--- src/hw/rtl/hesd_pkg.sv ---
// Package for the HTML entity stream decoder: state codes, character constants,
// numeric limits and the named-reference table.
// No dependencies.
package hesd_pkg;

    localparam int SEMI_SEARCH_SPAN_DEF = 32;
    localparam int NAME_MAX_LEN         = 6;
    localparam int NAME_COUNT           = 126;
    localparam int CP_W                 = 21;

    localparam logic [7:0] CH_AMP  = 8'h26;
    localparam logic [7:0] CH_SEMI = 8'h3B;
    localparam logic [7:0] CH_HASH = 8'h23;

    localparam logic [CP_W-1:0] CP_MAX      = 21'h10FFFF;
    localparam logic [CP_W-1:0] SURR_LO     = 21'h00D800;
    localparam logic [CP_W-1:0] SURR_HI     = 21'h00DFFF;
    localparam logic [CP_W-1:0] UTF8_MAX1   = 21'h00007F;
    localparam logic [CP_W-1:0] UTF8_MAX2   = 21'h0007FF;
    localparam logic [CP_W-1:0] UTF8_MAX3   = 21'h00FFFF;

    typedef enum logic [2:0] {
        ST_IDLE,
        ST_RD,
        ST_DAT,
        ST_EMIT,
        ST_FIN
    } hesd_state_t;

    localparam logic [47:0] NAME_STR [NAME_COUNT] = '{
        "amp", "lt", "gt", "quot", "apos",
        "nbsp", "copy", "reg", "trade",
        "mdash", "ndash", "laquo", "raquo",
        "lsquo", "rsquo", "ldquo", "rdquo",
        "bull", "hellip", "middot", "para",
        "sect", "deg", "plusmn", "times",
        "divide", "frac12", "frac14", "frac34",
        "iexcl", "iquest", "cent", "pound",
        "curren", "yen", "euro", "eacute",
        "egrave", "ecirc", "aacute", "agrave",
        "acirc", "uuml", "uacute", "ugrave",
        "ouml", "oacute", "ograve", "ocirc",
        "oslash", "auml", "iuml", "aring",
        "aelig", "ccedil", "ntilde", "szlig",
        "Agrave", "Aacute", "Acirc", "Auml",
        "Aring", "AElig", "Egrave", "Eacute",
        "Ecirc", "Igrave", "Iacute", "Ograve",
        "Oacute", "Ocirc", "Ouml", "Oslash",
        "Ugrave", "Uacute", "Uuml", "THORN",
        "thorn", "ETH", "eth", "Yacute",
        "yacute", "yuml",
        "larr", "uarr", "rarr", "darr",
        "harr", "lArr", "uArr", "rArr",
        "dArr", "hArr", "spades", "clubs",
        "hearts", "diams", "loz", "ensp",
        "emsp", "thinsp", "zwnj", "zwj",
        "lrm", "rlm", "shy", "macr",
        "acute", "micro", "ordf", "ordm",
        "sup1", "sup2", "sup3", "not",
        "brvbar", "cedil", "uml", "circ",
        "tilde", "ring", "dagger", "Dagger",
        "permil", "lsaquo", "rsaquo"
    };

    localparam logic [CP_W-1:0] NAME_CP [NAME_COUNT] = '{
        21'h26, 21'h3C, 21'h3E, 21'h22, 21'h27,
        21'hA0, 21'hA9, 21'hAE, 21'h2122,
        21'h2014, 21'h2013, 21'hAB, 21'hBB,
        21'h2018, 21'h2019, 21'h201C, 21'h201D,
        21'h2022, 21'h2026, 21'hB7, 21'hB6,
        21'hA7, 21'hB0, 21'hB1, 21'hD7,
        21'hF7, 21'hBD, 21'hBC, 21'hBE,
        21'hA1, 21'hBF, 21'hA2, 21'hA3,
        21'hA4, 21'hA5, 21'h20AC, 21'hE9,
        21'hE8, 21'hEA, 21'hE1, 21'hE0,
        21'hE2, 21'hFC, 21'hFA, 21'hF9,
        21'hF6, 21'hF3, 21'hF2, 21'hF4,
        21'hF8, 21'hE4, 21'hEF, 21'hE5,
        21'hE6, 21'hE7, 21'hF1, 21'hDF,
        21'hC0, 21'hC1, 21'hC2, 21'hC4,
        21'hC5, 21'hC6, 21'hC8, 21'hC9,
        21'hCA, 21'hCC, 21'hCD, 21'hD2,
        21'hD3, 21'hD4, 21'hD6, 21'hD8,
        21'hD9, 21'hDA, 21'hDC, 21'hDE,
        21'hFE, 21'hD0, 21'hF0, 21'hDD,
        21'hFD, 21'hFF,
        21'h2190, 21'h2191, 21'h2192, 21'h2193,
        21'h2194, 21'h21D0, 21'h21D1, 21'h21D2,
        21'h21D3, 21'h21D4, 21'h2660, 21'h2663,
        21'h2665, 21'h2666, 21'h25CA, 21'h2002,
        21'h2003, 21'h2009, 21'h200C, 21'h200D,
        21'h200E, 21'h200F, 21'hAD, 21'hAF,
        21'hB4, 21'hB5, 21'hAA, 21'hBA,
        21'hB9, 21'hB2, 21'hB3, 21'hAC,
        21'hA6, 21'hB8, 21'hA8, 21'h2C6,
        21'h2DC, 21'h2DA, 21'h2020, 21'h2021,
        21'h2030, 21'h2039, 21'h203A
    };

    function automatic logic [2:0] name_len(input int idx);
        logic [2:0] n;
        n = 3'd0;
        for (int b = 0; b < NAME_MAX_LEN; b++) begin
            if (NAME_STR[idx][8*b +: 8] != 8'h00) n = 3'(b + 1);
        end
        return n;
    endfunction

    // character j of name idx, counted from the start of the name; zero past its end
    function automatic logic [7:0] name_char(input int idx, input logic [2:0] j);
        int len;
        len = int'(name_len(idx));
        if (int'(j) >= len) return 8'h00;
        return NAME_STR[idx][8*(len - 1 - int'(j)) +: 8];
    endfunction

    function automatic logic is_letter(input logic [7:0] c);
        return (c >= 8'h61 && c <= 8'h7A) || (c >= 8'h41 && c <= 8'h5A);
    endfunction

endpackage

--- src/hw/rtl/hesd_ram.sv ---
// Generic simple dual-port RAM: one write port, one read port with registered data.
// No dependencies.
module hesd_ram #(
    parameter int WIDTH = 8,
    parameter int DEPTH = 64
) (
    input  logic                     aclk,
    input  logic                     wr_en,
    input  logic [$clog2(DEPTH)-1:0] wr_addr,
    input  logic [WIDTH-1:0]         wr_data,
    input  logic                     rd_en,
    input  logic [$clog2(DEPTH)-1:0] rd_addr,
    output logic [WIDTH-1:0]         rd_data
);

    logic [WIDTH-1:0] mem [DEPTH];

    always_ff @(posedge aclk) begin
        if (wr_en) mem[wr_addr] <= wr_data;
        if (rd_en) rd_data <= mem[rd_addr];
    end

endmodule

--- src/hw/rtl/html_entity_stream_decoder_core.sv ---
// Top level of the HTML entity stream decoder: sequencer, scan state and output stage.
// Depends on hesd_pkg and hesd_ram.
//
// Bytes stream in on s_ and decoded UTF-8 leaves on m_. Plain bytes pass through;
// an '&' opens a window of up to SEMI_SEARCH_SPAN more bytes, kept in a ring RAM,
// that is replaced by the UTF-8 of its numeric or named reference once decided.
// One word is taken at a time: no new input word is accepted until the last
// one is settled, and a decided reference has the rest of its window rescanned.
// The sequencer walks the window through the single RAM read port one byte at
// a time. m_tlast marks the last output word caused by one input word;
// m_tuser marks the final word of a text (the one whose input had s_tlast).
module html_entity_stream_decoder_core
    import hesd_pkg::*;
#(
    parameter int SEMI_SEARCH_SPAN = SEMI_SEARCH_SPAN_DEF
) (
    input  logic       aclk,
    input  logic       aresetn,
    input  logic       s_tvalid,
    output logic       s_tready,
    input  logic [7:0] s_tdata,   // [7:0] in_byte
    input  logic       s_tlast,   // in_end
    output logic       m_tvalid,
    input  logic       m_tready,
    output logic [7:0] m_tdata,   // [7:0] out_byte
    output logic       m_tlast,   // out_run_last
    output logic       m_tuser    // [0] out_text_end
);

    localparam int WIN_DEPTH = SEMI_SEARCH_SPAN + 1;
    localparam int PW        = $clog2(WIN_DEPTH);
    localparam int RAM_DEPTH = 1 << PW;
    localparam int FW        = $clog2(WIN_DEPTH + 1);

    hesd_state_t state_reg, state_next;

    logic [PW-1:0]     head_reg, head_next;
    logic [FW-1:0]     fill_reg, fill_next;
    logic              end_reg, end_next;
    logic              scan_reg, scan_next;
    logic [FW-1:0]     k_reg, k_next;
    logic              num_reg, num_next;
    logic              hex_reg, hex_next;
    logic              bad_reg, bad_next;
    logic              dig_reg, dig_next;
    logic [CP_W-1:0]   val_reg, val_next;
    logic [NAME_COUNT-1:0] mask_reg, mask_next;
    logic              alpha_reg, alpha_next;
    logic              hit_reg, hit_next;
    logic [CP_W-1:0]   hit_cp_reg, hit_cp_next;
    logic              best_reg, best_next;
    logic [CP_W-1:0]   best_cp_reg, best_cp_next;
    logic [2:0]        best_len_reg, best_len_next;
    logic [CP_W-1:0]   ecp_reg, ecp_next;
    logic              raw_reg, raw_next;
    logic [2:0]        nb_reg, nb_next;
    logic [1:0]        bi_reg, bi_next;
    logic [FW-1:0]     drop_reg, drop_next;
    logic              pend_reg, pend_next;
    logic [7:0]        pend_byte_reg, pend_byte_next;
    logic              m_tvalid_reg, m_tvalid_next;
    logic [7:0]        m_tdata_reg, m_tdata_next;
    logic              m_tlast_reg, m_tlast_next;
    logic              m_tuser_reg, m_tuser_next;

    logic              ram_wr_en, ram_rd_en;
    logic [PW-1:0]     ram_wr_addr, ram_rd_addr;
    logic [7:0]        ram_rd_data;

    hesd_ram #(
        .WIDTH (8),
        .DEPTH (RAM_DEPTH)
    ) u_win_ram (
        .aclk    (aclk),
        .wr_en   (ram_wr_en),
        .wr_addr (ram_wr_addr),
        .wr_data (s_tdata),
        .rd_en   (ram_rd_en),
        .rd_addr (ram_rd_addr),
        .rd_data (ram_rd_data)
    );

    // scan datapath for the byte at window offset k
    logic [7:0]        c;
    logic [FW-1:0]     j;
    logic              c_dec, c_hex;
    logic [3:0]        d;
    logic [24:0]       prod;
    logic [NAME_COUNT-1:0] mask_upd;
    logic              hit_upd;
    logic [CP_W-1:0]   hit_cp_upd;
    logic              semi_ok;
    logic [CP_W-1:0]   semi_cp;
    logic              out_free;
    logic [7:0]        ebyte;
    logic [2:0]        nb_of_cp;

    assign c = ram_rd_data;
    assign j = k_reg - FW'(1);
    assign c_dec = (c >= 8'h30 && c <= 8'h39);
    assign c_hex = c_dec || (c >= 8'h61 && c <= 8'h66) || (c >= 8'h41 && c <= 8'h46);

    always_comb begin
        if (c_dec)                      d = c[3:0];
        else if (c >= 8'h61)            d = 4'(c - 8'h57);
        else                            d = 4'(c - 8'h37);
        if (hex_reg) prod = {val_reg, 4'b0} + 25'(d);
        else         prod = 25'({val_reg, 3'b0}) + 25'({val_reg, 1'b0}) + 25'(d);
    end

    always_comb begin
        hit_upd    = 1'b0;
        hit_cp_upd = '0;
        for (int i = 0; i < NAME_COUNT; i++) begin
            mask_upd[i] = mask_reg[i] && (j < FW'(NAME_MAX_LEN))
                          && (name_char(i, j[2:0]) == c);
        end
        // lowest index wins
        for (int i = NAME_COUNT - 1; i >= 0; i--) begin
            if (mask_upd[i] && FW'(name_len(i)) == k_reg) begin
                hit_upd    = 1'b1;
                hit_cp_upd = NAME_CP[i];
            end
        end
    end

    always_comb begin
        if (num_reg) begin
            semi_ok = !bad_reg && dig_reg && val_reg != '0
                      && !(val_reg >= SURR_LO && val_reg <= SURR_HI);
            semi_cp = val_reg;
        end else begin
            semi_ok = hit_reg;
            semi_cp = hit_cp_reg;
        end
        if (k_reg == FW'(1)) semi_ok = 1'b0;   // empty body
    end

    always_comb begin
        if (ecp_next <= UTF8_MAX1)      nb_of_cp = 3'd1;
        else if (ecp_next <= UTF8_MAX2) nb_of_cp = 3'd2;
        else if (ecp_next <= UTF8_MAX3) nb_of_cp = 3'd3;
        else                            nb_of_cp = 3'd4;
    end

    always_comb begin
        ebyte = ecp_reg[7:0];
        if (!raw_reg) begin
            unique case (nb_reg)
                3'd2: ebyte = (bi_reg == 2'd0) ? {3'b110, ecp_reg[10:6]}
                                               : {2'b10, ecp_reg[5:0]};
                3'd3: begin
                    unique case (bi_reg)
                        2'd0:    ebyte = {4'b1110, ecp_reg[15:12]};
                        2'd1:    ebyte = {2'b10, ecp_reg[11:6]};
                        default: ebyte = {2'b10, ecp_reg[5:0]};
                    endcase
                end
                3'd4: begin
                    unique case (bi_reg)
                        2'd0: ebyte = {5'b11110, ecp_reg[20:18]};
                        2'd1: ebyte = {2'b10, ecp_reg[17:12]};
                        2'd2: ebyte = {2'b10, ecp_reg[11:6]};
                        2'd3: ebyte = {2'b10, ecp_reg[5:0]};
                    endcase
                end
                default: ebyte = ecp_reg[7:0];
            endcase
        end
    end

    assign out_free = !m_tvalid_reg || m_tready;

    always_ff @(posedge aclk) begin
        if (!aresetn) begin
            state_reg    <= ST_IDLE;
            head_reg     <= '0;
            fill_reg     <= '0;
            scan_reg     <= 1'b0;
            pend_reg     <= 1'b0;
            m_tvalid_reg <= 1'b0;
        end else begin
            state_reg    <= state_next;
            head_reg     <= head_next;
            fill_reg     <= fill_next;
            scan_reg     <= scan_next;
            pend_reg     <= pend_next;
            m_tvalid_reg <= m_tvalid_next;
        end
        end_reg       <= end_next;
        k_reg         <= k_next;
        num_reg       <= num_next;
        hex_reg       <= hex_next;
        bad_reg       <= bad_next;
        dig_reg       <= dig_next;
        val_reg       <= val_next;
        mask_reg      <= mask_next;
        alpha_reg     <= alpha_next;
        hit_reg       <= hit_next;
        hit_cp_reg    <= hit_cp_next;
        best_reg      <= best_next;
        best_cp_reg   <= best_cp_next;
        best_len_reg  <= best_len_next;
        ecp_reg       <= ecp_next;
        raw_reg       <= raw_next;
        nb_reg        <= nb_next;
        bi_reg        <= bi_next;
        drop_reg      <= drop_next;
        pend_byte_reg <= pend_byte_next;
        m_tdata_reg   <= m_tdata_next;
        m_tlast_reg   <= m_tlast_next;
        m_tuser_reg   <= m_tuser_next;
    end

    always_comb begin
        state_next     = state_reg;
        head_next      = head_reg;
        fill_next      = fill_reg;
        end_next       = end_reg;
        scan_next      = scan_reg;
        k_next         = k_reg;
        num_next       = num_reg;
        hex_next       = hex_reg;
        bad_next       = bad_reg;
        dig_next       = dig_reg;
        val_next       = val_reg;
        mask_next      = mask_reg;
        alpha_next     = alpha_reg;
        hit_next       = hit_reg;
        hit_cp_next    = hit_cp_reg;
        best_next      = best_reg;
        best_cp_next   = best_cp_reg;
        best_len_next  = best_len_reg;
        ecp_next       = ecp_reg;
        raw_next       = raw_reg;
        nb_next        = nb_reg;
        bi_next        = bi_reg;
        drop_next      = drop_reg;
        pend_next      = pend_reg;
        pend_byte_next = pend_byte_reg;
        m_tvalid_next  = m_tready ? 1'b0 : m_tvalid_reg;
        m_tdata_next   = m_tdata_reg;
        m_tlast_next   = m_tlast_reg;
        m_tuser_next   = m_tuser_reg;
        ram_wr_en      = 1'b0;
        ram_wr_addr    = head_reg + fill_reg[PW-1:0];
        ram_rd_en      = 1'b0;
        ram_rd_addr    = scan_reg ? head_reg + k_reg[PW-1:0] : head_reg;
        s_tready       = 1'b0;

        unique case (state_reg)
            ST_IDLE: begin
                s_tready = 1'b1;
                if (s_tvalid) begin
                    end_next = s_tlast;
                    if (fill_reg < FW'(WIN_DEPTH)) begin
                        ram_wr_en = 1'b1;
                        fill_next = fill_reg + FW'(1);
                    end
                    state_next = ST_RD;
                end
            end

            ST_RD: begin
                if (fill_reg == '0) begin
                    state_next = ST_FIN;
                end else if (scan_reg && k_reg == fill_reg) begin
                    // no ';' in the window: once it is full or the text ends, decide by longest name prefix
                    if (fill_reg == FW'(WIN_DEPTH) || end_reg) begin
                        raw_next = 1'b0;
                        bi_next  = '0;
                        if (best_reg) begin
                            ecp_next  = best_cp_reg;
                            drop_next = FW'(best_len_reg) + FW'(1);
                        end else begin
                            ecp_next  = CP_W'(CH_AMP);
                            drop_next = FW'(1);
                        end
                        nb_next    = nb_of_cp;
                        state_next = ST_EMIT;
                    end else begin
                        state_next = ST_FIN;
                    end
                end else begin
                    ram_rd_en  = 1'b1;
                    state_next = ST_DAT;
                end
            end

            ST_DAT: begin
                state_next = ST_RD;
                if (!scan_reg) begin
                    if (c == CH_AMP) begin
                        scan_next  = 1'b1;
                        k_next     = FW'(1);
                        mask_next  = '1;
                        alpha_next = 1'b1;
                        hit_next   = 1'b0;
                        best_next  = 1'b0;
                        num_next   = 1'b0;
                    end else begin
                        ecp_next   = CP_W'(c);
                        raw_next   = 1'b1;
                        nb_next    = 3'd1;
                        bi_next    = '0;
                        drop_next  = FW'(1);
                        state_next = ST_EMIT;
                    end
                end else if (c == CH_SEMI) begin
                    raw_next = 1'b0;
                    bi_next  = '0;
                    if (semi_ok) begin
                        ecp_next  = semi_cp;
                        drop_next = k_reg + FW'(1);
                    end else begin
                        ecp_next  = CP_W'(CH_AMP);
                        drop_next = FW'(1);
                    end
                    nb_next    = nb_of_cp;
                    state_next = ST_EMIT;
                end else begin
                    if (j == '0) begin
                        num_next = (c == CH_HASH);
                        hex_next = 1'b0;
                        bad_next = 1'b0;
                        dig_next = 1'b0;
                        val_next = '0;
                    end else if (num_reg) begin
                        if (j == FW'(1) && (c == 8'h78 || c == 8'h58)) begin
                            hex_next = 1'b1;
                        end else if (!(hex_reg ? c_hex : c_dec)) begin
                            bad_next = 1'b1;
                        end else begin
                            dig_next = 1'b1;
                            if (!bad_reg) begin
                                if (prod > 25'(CP_MAX)) bad_next = 1'b1;
                                else                    val_next = CP_W'(prod);
                            end
                        end
                    end
                    mask_next   = mask_upd;
                    alpha_next  = alpha_reg && is_letter(c);
                    hit_next    = hit_upd;
                    hit_cp_next = hit_cp_upd;
                    if (alpha_reg && is_letter(c) && hit_upd) begin
                        best_next     = 1'b1;
                        best_cp_next  = hit_cp_upd;
                        best_len_next = k_reg[2:0];
                    end
                    k_next = k_reg + FW'(1);
                end
            end

            ST_EMIT: begin
                if (out_free) begin
                    if (pend_reg) begin
                        m_tvalid_next = 1'b1;
                        m_tdata_next  = pend_byte_reg;
                        m_tlast_next  = 1'b0;
                        m_tuser_next  = 1'b0;
                    end
                    pend_next      = 1'b1;
                    pend_byte_next = ebyte;
                    bi_next        = bi_reg + 2'd1;
                    if (3'(bi_reg) + 3'd1 == nb_reg) begin
                        head_next  = head_reg + drop_reg[PW-1:0];
                        fill_next  = fill_reg - drop_reg;
                        scan_next  = 1'b0;
                        state_next = ST_RD;
                    end
                end
            end

            ST_FIN: begin
                if (out_free) begin
                    if (pend_reg) begin
                        m_tvalid_next = 1'b1;
                        m_tdata_next  = pend_byte_reg;
                        m_tlast_next  = 1'b1;
                        m_tuser_next  = end_reg;
                    end
                    pend_next = 1'b0;
                    if (end_reg) begin
                        fill_next = '0;
                        scan_next = 1'b0;
                    end
                    state_next = ST_IDLE;
                end
            end

            default: state_next = ST_IDLE;
        endcase
    end

    assign m_tvalid = m_tvalid_reg;
    assign m_tdata  = m_tdata_reg;
    assign m_tlast  = m_tlast_reg;
    assign m_tuser  = m_tuser_reg;

`ifndef SYNTHESIS
    a_fill_bound: assert property (@(posedge aclk) disable iff (!aresetn)
        fill_reg <= FW'(WIN_DEPTH))
        else $error("window fill above depth");

    a_idle_room: assert property (@(posedge aclk) disable iff (!aresetn)
        state_reg == ST_IDLE |-> fill_reg < FW'(WIN_DEPTH) && !pend_reg)
        else $error("idle with full window or unflushed word");

    a_scan_pos: assert property (@(posedge aclk) disable iff (!aresetn)
        scan_reg |-> k_reg <= fill_reg && k_reg != '0)
        else $error("scan offset outside window");

    a_end_flush: assert property (@(posedge aclk) disable iff (!aresetn)
        state_reg == ST_FIN && out_free && end_reg |=> fill_reg == '0 && m_tvalid_reg)
        else $error("text end left data behind");
`endif

endmodule

--- config.mk ---
export PLATFORM = sky130hd
export DESIGN_NAME = html_entity_stream_decoder_core
export DESIGN_NICKNAME = d
export VERILOG_FILES = /design/src/hw/rtl/hesd_pkg.sv /design/src/hw/rtl/hesd_ram.sv /design/src/hw/rtl/html_entity_stream_decoder_core.sv
export SDC_FILE = /design/constraint.sdc
export NUM_CORES = 2
export LEC_CHECK = 0
export ABC_AREA = 1
export BUFFER_PORTS_ARGS = -buffer_cell sky130_fd_sc_hd__buf_2
export CAP_MARGIN = 20
export CORE_MARGIN = 1.5
export CORE_UTILIZATION = 35
export DETAILED_ROUTE_END_ITERATION = 10
export PLACE_DENSITY = 0.52
export SETUP_SLACK_MARGIN = 0.15
export SLEW_MARGIN = 10
export SYNTH_ARGS = -nofsm -noshare
export SYNTH_HDL_FRONTEND = slang
export SYNTH_SLANG_ARGS = --single-unit
export TNS_END_PERCENT = 5
--- constraint.sdc ---
create_clock -name aclk -period 12.89 [get_ports aclk]
set_input_delay 0.6445 -clock aclk [delete_from_list [all_inputs] [get_ports aclk]]
set_output_delay 0.6445 -clock aclk [all_outputs]
set_load 0.01 [all_outputs]
==> summary.txt <==
Run status
  – Status: complete, no violations

CTS
  – Post-cts resize count: 0
  – CTS tree: built
  – Root Driver: clkbuf_16
  – CTS buffer count: slightly below 90
  – CTS H-tree lvls: 3
  – Post-CTS Hold Fix Bufs: 0
  – Post-CTS Setup Repair Bufs: 0
  – Clk sink count: roughly 800
  – Clock transition at path regs: 0.06 ns
  – Worst-skew pair later-pin latency: about 0.70 ns
  – Maximum buffer depth of the clock tree: 3

Timing
  – Setup TNS: 0 ns
  – Slew margin rel.: 27.7%
  – Fmax: 0.116 GHz
  – Slew Viols, Final: 0
  – Endpoints failing setup: 0
  – Fraction of the cycle the final worst path needs: approximately two thirds
  – Worst-margin pin slew: 1.07 ns
  – Worst Skew: roughly 0.045 ns
  – RSZ-0062 raised after global routing: false
  – Endpoints failing hold: 0
  – Shortest period the worst path allows: between 8 and 9 ns

Final layout
  – Final Core Density: between 30% and 40%
  – Final #Nets: roughly 4800
  – # fillers: approximately 12000
  – Area grow syn2layout: 11.3%
  – Layout cells sized above 1: under 10%
  – Max FFs per register: 512

Synth
  – Seq cells post-synth: around 780
  – Post-synth EDFFs: between 700 and 800
  – Register area share after synthesis: roughly 54%
  – Cell variety after synth: 69
  – Ys async rst share: 0%
  – Warnings, synthesis: 0
  – Synth Area per Inst: roughly 9 sq um
  – Mapped Area: approximately 42000 sq um
  – Main synth FF type: edfxtp_1
  – Post-synth net total: 4798
  – Post-Synthesis Cells: roughly 4700

Setup path
  – Worst Reg-to-Reg Cells: 74
  – Critical-path top delay cell: nor2_1
  – Worst path bufs/invs: 3
  – Worst EP arrival: 9.13 ns
  – Worst path top cell family by delay: simple AND/OR/NAND/NOR gates
  – Kind of critical path: flop to flop
  – Slowest stage delay, CP: roughly 0.74 ns
  – Most frequent CP cell: nand2_1
  – Max Fanout on Critical Path: 14
  – Startpoint Class: flop
  – Reg-to-reg endpoint: best_cp_reg[0]
  – CP required: 13.42 ns
  – Crit end category: flop
  – RR Startpoint: k_reg[1]
  – Worst R2R Setup Slack: around 4.3 ns

Routing
  – DRT Pass-1 Iters: 6
  – DRT antenna net count: 0
  – Total wire length: 147000 um
  – Wire length per cell: roughly 23 um
  – Via count: 35300
  – Drc violations: 0
  – Detail-routed via count per cell: ~5.6
  – Initial DRC Count: roughly 3600

Global routing
  – Initial antenna violation count: 5
  – Global-route wire length before repair: 218000 um
  – Largest net degree at the start of global routing: approximately 170
  – GR Util All Layers: roughly a quarter
  – Grt total ovfl: 0
  – Vias in the first global route: approximately 33000

Pwr
  – Leak: around 0.017 uW
  – Pwr/cell area: between 100 and 150 nW/um^2
  – Worst VDD drop: roughly 0.10 mV

Min path
  – Hold Path Class: input port to flop
  – Critical hold path startpoint: s_tlast
  – WHS Path Cells: 1
  – Hold EP: end_reg

Die
  – Starting Density: 35.4%
  – Core area: 120000 sq um
  – IO Count: 25
  – Die Y-Extent: 351 um
  – Site row count: approximately 130
  – DIE AREA: around 120000 sq um
  – Die width: roughly 350 um

Placement
  – Post-DP HPWL: approximately 100000 um
  – RePlAce Congestion: 0.983
  – Input/output buffers: 24

Flow run
  – Total of max-cap violations: 0
## how the worst max path moves through the flow
stage	from	to	cells after the start
2_1_floorplan	u_win_ram.rd_data[0]	nb_reg[0]	19
3_3_place_gp	k_reg[1]	best_cp_reg[0]	74
3_5_place_dp	k_reg[1]	best_cp_reg[1]	73
4_1_cts	k_reg[1]	best_cp_reg[1]	73
5_1_grt	k_reg[1]	best_cp_reg[0]	82
6_report	k_reg[1]	best_cp_reg[0]	74
## power breakdown
part / total, uW / switching, uW / internal (uW)
Sequential: 2950 / 74.6 / 2870
Clock: 2550 / 1090 / 1460
Combinational: 1500 / 1120 / 379
Total: 7000 / 2290 / 4710
## layer usage
metal | part of all wire [%] | track usage, %
met5 | 0.0088 | 0
met2 | 45 | 36.8
met4 | 3.4 | 8.47
met3 | 6.9 | 3.06
met1 | 44 | 33.1
## cell type report
class / count / area (sq um) / share of cell area, %
repair buffers: 87 / 658 / 1.39
well taps: 1612 / 2020 / 4.27
diodes: 2 / 5.00 / 0.0106
flip-flops and latches: 777 / 22900 / 48.5
clock buffers: 103 / 2240 / 4.73
multi-input cells: 3274 / 17200 / 36.3
clock inverters: 57 / 667 / 1.41
inverters: 422 / 1600 / 3.38
## synth_stat cells (19+ instances only)
cell type	count	area (sq um)
a211oi_1	25	188
a21oi_1	152	761
a31oi_1	20	125
buf_1	19	71.3
clkbuf_1	177	664
dfxtp_1	39	781
edfxtp_1	738	22200
ha_1	91	1140
inv_1	395	1480
nand2_1	836	3140
nand3_1	244	1220
nand4_1	92	576
nor2_1	754	2830
nor3_1	90	450
nor4_1	45	282
o2111ai_1	21	184
o211ai_1	20	150
o21ai_0	423	2120
o221ai_1	139	1220
or2_2	26	163
xor2_1	119	1040
## metrics by stage
step / area, sq um / hold WS [ns] / total power [uW] / cells / setup slack [ns]
global route: 47300 / 0.211 / 7250 / 6333 / 3.50
detailed placement: 44300 / 0.407 / 4460 / 6170 / 4.48
CTS: 47200 / 0.207 / 7010 / 6330 / 4.46
finish: 47300 / 0.240 / 7000 / 6334 / 4.29
global placement: 44300 / 0.407 / 4470 / 6169 / 4.57
floorplan: 42500 / 0.400 / 3890 / 4688 / 2.24
## placed cells by master, fill, tap and decap left out, types with 20 or more instances in the layout
| cell type | Yosys | layout |
|---|---|---|
| a211oi_1 | 25 | 25 |
| a21oi_1 | 152 | 152 |
| a31oi_1 | 20 | 20 |
| buf_2 | 14 | 24 |
| buf_4 | 3 | 58 |
| clkbuf_16 | 0 | 87 |
| clkinv_1 | 9 | 28 |
| dfxtp_1 | 39 | 38 |
| edfxtp_1 | 738 | 738 |
| ha_1 | 91 | 91 |
| inv_1 | 395 | 393 |
| nand2_1 | 836 | 835 |
| nand3_1 | 244 | 244 |
| nand4_1 | 92 | 92 |
| nor2_1 | 754 | 751 |
| nor3_1 | 90 | 88 |
| nor4_1 | 45 | 45 |
| o2111ai_1 | 21 | 21 |
| o211ai_1 | 20 | 20 |
| o21ai_0 | 423 | 421 |
| o221ai_1 | 139 | 139 |
| or2_2 | 26 | 26 |
| xor2_1 | 119 | 119 |
## logic make-up after synthesis
group | Yosys count | share of synthesized area, %
flops | 777 | 54.0
xor+xnor | 129 | 2.69
fa+ha+maj | 97 | 2.96
simple gates | 2154 | 21.7
compound gates | 894 | 12.9
buf+inv | 637 | 5.75
No activity file was read; power rests on OpenSTA's default activity.
